File: config.mk
export PLATFORM = sky130hd
export DESIGN_NAME = stack_sort_with_aux_stack
export DESIGN_NICKNAME = d
export VERILOG_FILES = /design/src/sv/ssort_pkg.sv /design/src/sv/stack_sort_with_aux_stack.sv /design/src/sv/ssort_ram.sv
export SDC_FILE = /design/constraint.sdc
export NUM_CORES = 2
export LEC_CHECK = 0
export BUFFER_PORTS_ARGS = -buffer_cell sky130_fd_sc_hd__clkbuf_2
export CELL_PAD_IN_SITES_DETAIL_PLACEMENT = 0
export CELL_PAD_IN_SITES_GLOBAL_PLACEMENT = 1
export CORE_ASPECT_RATIO = 1.2
export CORE_MARGIN = 4
export CORE_UTILIZATION = 45
export CTS_BUF_LIST = sky130_fd_sc_hd__clkbuf_8
export DETAILED_ROUTE_END_ITERATION = 10
export PLACE_DENSITY = 0.7
export RECOVER_POWER = 100
export SYNTH_ARGS = -nofsm -noshare
export SYNTH_HDL_FRONTEND = slang
export SYNTH_SLANG_ARGS = --single-unit
File: constraint.sdc
create_clock -name clk -period 6.35 [get_ports clk]
set_input_delay 1.27 -clock clk [delete_from_list [all_inputs] [get_ports clk]]
set_output_delay 1.27 -clock clk [all_outputs]
set_load 0.05 [all_outputs]
File: src/sv/ssort_pkg.sv
// ----------------------------------------------------------------------------
// ssort_pkg
// Shared types and constants for the stack sort block.
// ----------------------------------------------------------------------------
package ssort_pkg;

  localparam int DATA_W = 32;

  typedef logic signed [DATA_W-1:0] data_t;

  // sequencer states, one-hot
  typedef enum logic [6:0] {
    S_IDLE  = 7'b0000001,  // loading values onto the main stack
    S_OUTER = 7'b0000010,  // pop the main stack or finish the sort
    S_POPW  = 7'b0000100,  // main read data arrives, latch current value
    S_INRD  = 7'b0001000,  // read the aux top or push current value
    S_INCMP = 7'b0010000,  // compare aux top against current value
    S_EMRD  = 7'b0100000,  // read next result from the aux stack
    S_EMLD  = 7'b1000000   // load result into the output register
  } state_t;

endpackage

File: src/sv/stack_sort_with_aux_stack.sv
// ----------------------------------------------------------------------------
// stack_sort_with_aux_stack
// Collects signed values on a main stack and, on the last value of a set,
// sorts them with an auxiliary stack and streams them out smallest first.
// ----------------------------------------------------------------------------
//   channel | direction | tdata          | tlast     | tuser
//   in_     | request   | value          | last      | -
//   out_    | result    | sorted_value   | last_res  | overflow
//
// Loading takes one value per cycle. Sorting pops each value and compares it
// with the aux top; larger aux entries go back to the main stack to be popped
// again, then the value is pushed. Emission reads each result from the aux
// stack, then loads the output register. Both stacks are synchronous memories
// with registered read data. Reset clears counts, sequencer, overflow flag and
// out valid. Input is taken only while loading; out_tready low stalls emission.
// ----------------------------------------------------------------------------
module stack_sort_with_aux_stack #(
  parameter int STACK_DEPTH = 64
) (
  input  logic                          clk,
  input  logic                          rst_n,
  input  logic                          in_tvalid,
  output logic                          in_tready,
  input  logic [ssort_pkg::DATA_W-1:0]  in_tdata,   // [31:0] value
  input  logic                          in_tlast,   // last
  output logic                          out_tvalid,
  input  logic                          out_tready,
  output logic [ssort_pkg::DATA_W-1:0]  out_tdata,  // [31:0] sorted_value
  output logic                          out_tlast,  // last_res
  output logic                          out_tuser   // [0] overflow
);
  import ssort_pkg::*;

  localparam int CW = $clog2(STACK_DEPTH + 1);
  localparam int AW = (STACK_DEPTH > 1) ? $clog2(STACK_DEPTH) : 1;

  state_t          state_r, state_nxt;
  logic [CW-1:0]   main_cnt_r, main_cnt_nxt;
  logic [CW-1:0]   aux_cnt_r, aux_cnt_nxt;
  logic [AW-1:0]   emit_idx_r, emit_idx_nxt;
  logic            dropped_r, dropped_nxt;
  data_t           cur_r, cur_nxt;

  logic            out_valid_r, out_valid_nxt;
  data_t           out_data_r, out_data_nxt;
  logic            out_last_r, out_last_nxt;
  logic            out_ovf_r, out_ovf_nxt;

  logic            main_we, main_re, aux_we, aux_re;
  logic [AW-1:0]   main_waddr, main_raddr, aux_waddr, aux_raddr;
  data_t           main_wdata, aux_wdata, main_rdata, aux_rdata;

  logic [CW-1:0]   main_dec, aux_dec;
  logic            in_req, emit_last, out_free;

  assign main_dec  = main_cnt_r - CW'(1);
  assign aux_dec   = aux_cnt_r - CW'(1);
  assign in_req    = in_tvalid && in_tready;
  assign emit_last = (CW'(emit_idx_r) + CW'(1)) == aux_cnt_r;
  assign out_free  = !out_valid_r || out_tready;

  ssort_ram #(.DEPTH(STACK_DEPTH), .AW(AW)) u_main_ram (
    .clk   (clk),
    .we    (main_we),
    .waddr (main_waddr),
    .wdata (main_wdata),
    .re    (main_re),
    .raddr (main_raddr),
    .rdata (main_rdata)
  );

  ssort_ram #(.DEPTH(STACK_DEPTH), .AW(AW)) u_aux_ram (
    .clk   (clk),
    .we    (aux_we),
    .waddr (aux_waddr),
    .wdata (aux_wdata),
    .re    (aux_re),
    .raddr (aux_raddr),
    .rdata (aux_rdata)
  );

  always_comb begin
    state_nxt     = state_r;
    main_cnt_nxt  = main_cnt_r;
    aux_cnt_nxt   = aux_cnt_r;
    emit_idx_nxt  = emit_idx_r;
    dropped_nxt   = dropped_r;
    cur_nxt       = cur_r;
    out_valid_nxt = out_valid_r && !out_tready;
    out_data_nxt  = out_data_r;
    out_last_nxt  = out_last_r;
    out_ovf_nxt   = out_ovf_r;

    main_we    = 1'b0;
    main_waddr = main_cnt_r[AW-1:0];
    main_wdata = data_t'(in_tdata);
    main_re    = 1'b0;
    main_raddr = main_dec[AW-1:0];
    aux_we     = 1'b0;
    aux_waddr  = aux_cnt_r[AW-1:0];
    aux_wdata  = cur_r;
    aux_re     = 1'b0;
    aux_raddr  = aux_dec[AW-1:0];

    unique case (state_r)
      S_IDLE: begin
        if (in_req) begin
          if (main_cnt_r < CW'(STACK_DEPTH)) begin
            main_we      = 1'b1;
            main_cnt_nxt = main_cnt_r + CW'(1);
          end else begin
            dropped_nxt = 1'b1;
          end
          if (in_tlast) begin
            state_nxt = S_OUTER;
          end
        end
      end
      S_OUTER: begin
        if (main_cnt_r == '0) begin
          emit_idx_nxt = '0;
          state_nxt    = S_EMRD;
        end else begin
          main_re      = 1'b1;
          main_cnt_nxt = main_dec;
          state_nxt    = S_POPW;
        end
      end
      S_POPW: begin
        cur_nxt   = main_rdata;
        state_nxt = S_INRD;
      end
      S_INRD: begin
        if (aux_cnt_r == '0) begin
          aux_we      = 1'b1;
          aux_cnt_nxt = aux_cnt_r + CW'(1);
          state_nxt   = S_OUTER;
        end else begin
          aux_re    = 1'b1;
          state_nxt = S_INCMP;
        end
      end
      S_INCMP: begin
        if (aux_rdata > cur_r) begin
          // larger aux top goes back onto the main stack
          main_we      = 1'b1;
          main_wdata   = aux_rdata;
          main_cnt_nxt = main_cnt_r + CW'(1);
          aux_cnt_nxt  = aux_dec;
          state_nxt    = S_INRD;
        end else begin
          aux_we      = 1'b1;
          aux_cnt_nxt = aux_cnt_r + CW'(1);
          state_nxt   = S_OUTER;
        end
      end
      S_EMRD: begin
        // aux stack is ascending from the bottom
        aux_re    = 1'b1;
        aux_raddr = emit_idx_r;
        state_nxt = S_EMLD;
      end
      S_EMLD: begin
        if (out_free) begin
          out_valid_nxt = 1'b1;
          out_data_nxt  = aux_rdata;
          out_last_nxt  = emit_last;
          out_ovf_nxt   = dropped_r;
          if (emit_last) begin
            aux_cnt_nxt  = '0;
            main_cnt_nxt = '0;
            dropped_nxt  = 1'b0;
            state_nxt    = S_IDLE;
          end else begin
            emit_idx_nxt = emit_idx_r + AW'(1);
            state_nxt    = S_EMRD;
          end
        end
      end
      default: begin
        state_nxt = S_IDLE;
      end
    endcase
  end

  always_ff @(posedge clk) begin
    if (!rst_n) begin
      state_r     <= S_IDLE;
      main_cnt_r  <= '0;
      aux_cnt_r   <= '0;
      emit_idx_r  <= '0;
      dropped_r   <= 1'b0;
      out_valid_r <= 1'b0;
    end else begin
      state_r     <= state_nxt;
      main_cnt_r  <= main_cnt_nxt;
      aux_cnt_r   <= aux_cnt_nxt;
      emit_idx_r  <= emit_idx_nxt;
      dropped_r   <= dropped_nxt;
      out_valid_r <= out_valid_nxt;
    end
  end

  always_ff @(posedge clk) begin
    cur_r      <= cur_nxt;
    out_data_r <= out_data_nxt;
    out_last_r <= out_last_nxt;
    out_ovf_r  <= out_ovf_nxt;
  end

  assign in_tready  = (state_r == S_IDLE);
  assign out_tvalid = out_valid_r;
  assign out_tdata  = out_data_r;
  assign out_tlast  = out_last_r;
  assign out_tuser  = out_ovf_r;

endmodule

File: src/sv/ssort_ram.sv
// ----------------------------------------------------------------------------
// ssort_ram
// Single write port, single read port memory with registered read data.
// ----------------------------------------------------------------------------
module ssort_ram #(
  parameter int DEPTH = 64,
  parameter int AW    = 6
) (
  input  logic                  clk,
  input  logic                  we,
  input  logic [AW-1:0]         waddr,
  input  ssort_pkg::data_t      wdata,
  input  logic                  re,
  input  logic [AW-1:0]         raddr,
  output ssort_pkg::data_t      rdata
);
  import ssort_pkg::*;

  data_t mem [DEPTH];
  data_t rdata_r;

  always_ff @(posedge clk) begin
    if (we) begin
      mem[waddr] <= wdata;
    end
  end

  // read data holds until the next read
  always_ff @(posedge clk) begin
    if (re) begin
      rdata_r <= mem[raddr];
    end
  end

  assign rdata = rdata_r;

endmodule
==> results.md <==
- Boundary Pins: 73
- Failing checks: max-capacitance violations, max-slew violations
- Synth unique cells: 71
- Cts bufs inserted: 657
- Number of flops mapped to enable cells by yosys: 4226
- Fin crit period: 6.102 ns
- Net count, final: 9077
- Vias: 86.71k
- Clock insertion delay at the later pin of the skew report: 1.22 ns
- Clock Path Buffers: 4
- Mapped Area: 0.1638 mm²
- Placed Area: 0.1726 mm²
- Run status: finished with violations
- Fin area: 0.1838 mm²
- Req. time, crit path: 7.12 ns
- Full die area: 0.3737 mm²
- GRT Total Usage: 0.2439
- Layout area overhead: 12.20%
- Final RePlAce weighted congestion: 0.8767
- Largest net degree at the start of global routing: 118
- Crit. End Element: flop
- Initial core utilization: 0.4522
- Yosys reg bits: 4255
- H-tree Lvls: 6
- Setup tns final: 0 ns
- Max rail drop VDD: 0.2521 mV
- Routed WL: 461.8 mm
- Via density per instance: 6.060
- Reg2reg start: state_r[6]
- CTS tree: done
- Max Cap Viol: 65
- DRT antenna net count: 0
- Slew HR: -2.075
- Critical path launch point type: flop
- Grt total ovfl: 0
- Vert. Die Dim: 668.8 µm
- First-pass DRT Iterations: 6
- Hold Path Cell Cnt: 0
- CP arrival: 6.87 ns
- Mapped Avg Cell Area: 19.53 µm²
- Hold buffer count at CTS: 0
- Yosys warns: 0
- Final worst-path cycle share: 0.9610
- RR Endpoint: u_aux_ram.rdata[0]
- Root buffer cell: clkbuf_8
- Ys flop type: edfxtp_1
- Iteration-0 DRC Markers: 11.14k
- Clock Skew: 0.1519 ns
- Seq/Total Area, Yosys: 0.7784
- Half-perimeter wire length after placement: 272.8 mm
- PnR worst setup slack: 0.2475 ns
- Final setup violation count: 0
- Rows: 242
- Clk pin slew, worst setup/hold paths: 0.07 ns
- Place WS: 0.5597 ns
- Resized cells post-CTS: 0
- Hold EP: aux_wdata[31]
- Hold Path Class: flop to flop
- Top achievable clock speed: 163.9 MHz
- Power per Cell Area: 308.6 mW/mm²
- Die X: 558.7 µm
- Share of cells above drive strength 1: 0.2087
- Vias in the first global route: 86.19k
- First-pass GRT wire length: 649.9 mm
- Final slew viol count: 3562
- Fin. Hold Viols: 0
- Routed wire per std cell: 32.27 µm
- CP max FO: 117
- Cell count after synthesis: 8386
- Residual DRC count: 0
- Initial antenna violation count: 39
- Setup Buffers After CTS: 0
- Leakage power: 59.51 nW
- FFs w/ async S/R, synth: 0
- Syn Nets: 8461
- CORE AREA: 0.3621 mm²
- Hold_sp: u_main_ram.rdata[31]
- Clock tree sinks: 4255
- Slew @ Worst Pin: 4.612 ns
- Critical path class: flop to flop
- R2r setup slk: 0.25 ns
- Worst reg2reg path depth: 10
- RSZ-0062 raised after global routing: no
- Port Buffers: 72
where the power goes:
group          switching (mW)  total, mW  internal, mW
clock network            10.7       21.4          10.7
logic                    2.67       4.52          1.85
registers              0.0363       30.8          30.8
total                    13.4       56.7          43.3
per-layer routing:
| layer | up-vias | track usage | share of wire |
|---|---|---|---|
| li1 | 35760 | - | - |
| met3 | 873 | 0.04279 | 0.077 |
| met5 | - | 0 | 0.00017 |
| met4 | 12 | 0.1279 | 0.062 |
| met1 | 45770 | 0.3191 | 0.38 |
| met2 | 4292 | 0.3929 | 0.48 |
area by class of cell:
type / instances / area (µm²)
fillers: 29030 / 178400
flip-flops and latches: 4255 / 127500
clock buffers: 665 / 9153
well taps: 4758 / 5953
clock inverters: 512 / 2958
repair buffers: 449 / 3181
diodes: 31 / 77.57
multi-input cells: 3592 / 34770
inverters: 47 / 176.4
stage by stage:
stage | power (mW) | hold WS (ns) | util | instances
floorplan | 33.98 | 0.4003 | - | 8386
global placement | 35.89 | 0.4018 | 0.4765 | 13100
detailed placement | 35.93 | 0.4045 | 0.4766 | 13100
CTS | 57.12 | 0.4127 | 0.5100 | 14280
global route | 58.58 | 0.4151 | 0.5073 | 14290
finish | 56.72 | 0.4140 | 0.5074 | 14310
cell usage in the layout, fill, tap and decap left out, drive strengths merged, types with 61 or more instances in the layout:
master     n
mux2i    547
nor4      61
clkbuf   912
inv      283
a221oi   145
mux4     671
buf      202
o22ai     75
a31oi    117
edfxtp  4226
nand2   1009
clkinv   250
nand3    255
a32o     142
a32oi    116
nor2     141
registers in the layout (all words and copies together), names as in the netlist, 32 cells and up:
signal / cells
u_aux_ram.mem: 2048
u_main_ram.mem: 2048
aux_wdata: 32
out_tdata: 32
u_aux_ram.rdata: 32
u_main_ram.rdata: 32
synth_stat cells (7+ instances only):
master	number	area (µm²)
a21oi_1	33	165.2
a221oi_1	145	1270
a31oi_1	117	732.0
a32o_1	142	1421
a32oi_1	116	1016
buf_1	68	255.2
buf_2	128	640.6
buf_4	17	127.6
clkbuf_1	276	1036
dfxtp_1	29	580.6
edfxtp_1	4226	126900
ha_1	38	475.5
inv_1	47	176.4
mux2_2	38	427.9
mux2i_1	544	5445
mux4_2	671	15110
nand2_1	1008	3784
nand3_1	255	1276
nand4_1	13	81.33
nor2_1	140	525.5
nor3_1	33	165.2
nor4_1	61	381.6
o21ai_0	19	95.09
o22ai_1	75	469.2
or3_1	7	43.79
or4_1	20	150.1
xnor2_1	7	61.31
xor2_1	10	87.58
worst max-delay path by stage:
stage | start | to | slack, ns | depth (start not counted)
6_report | state_r[6] | u_aux_ram.rdata[0] | 0.25 | 10
4_1_cts | aux_cnt_r[2] | u_aux_ram.rdata[9] | 0.57 | 9
3_5_place_dp | aux_cnt_r[2] | u_aux_ram.rdata[9] | 0.56 | 9
3_3_place_gp | aux_cnt_r[2] | u_aux_ram.rdata[16] | 0.56 | 8
5_1_grt | u_aux_ram.rdata[5] | u_aux_ram.mem[44][1] | 0.23 | 11
2_1_floorplan | aux_wdata[7] | u_aux_ram.mem[11][0] | -0.69 | 11
cells by family (layout without fill, tap and decap cells):
kind of cell | count (synthesis) | after routing | synth area share
flops | 4255 | 4255 | 0.7784
fa+ha+maj | 38 | 38 | 0.002903
simple gates | 1582 | 1582 | 0.04136
compound gates | 699 | 699 | 0.03412
xor+xnor | 17 | 17 | 0.0009092
mux | 1256 | 1256 | 0.1284
buf+inv | 539 | 1673 | 0.01382
other cells | 0 | 31 | 0
worst max-delay path, cell delays in order (launching register included):
cell and delay [ns]:
dfxtp_1 0.36, nor3_1 0.54, nand4b_4 0.41, mux2i_1 0.53
buf_12 0.52, clkbuf_2 0.58, nand2_1 0.12, a32o_1 0.29
a221oi_1 0.49, o22ai_1 0.40, nor4_1 1.11
(Power assumes the default switching activity.)
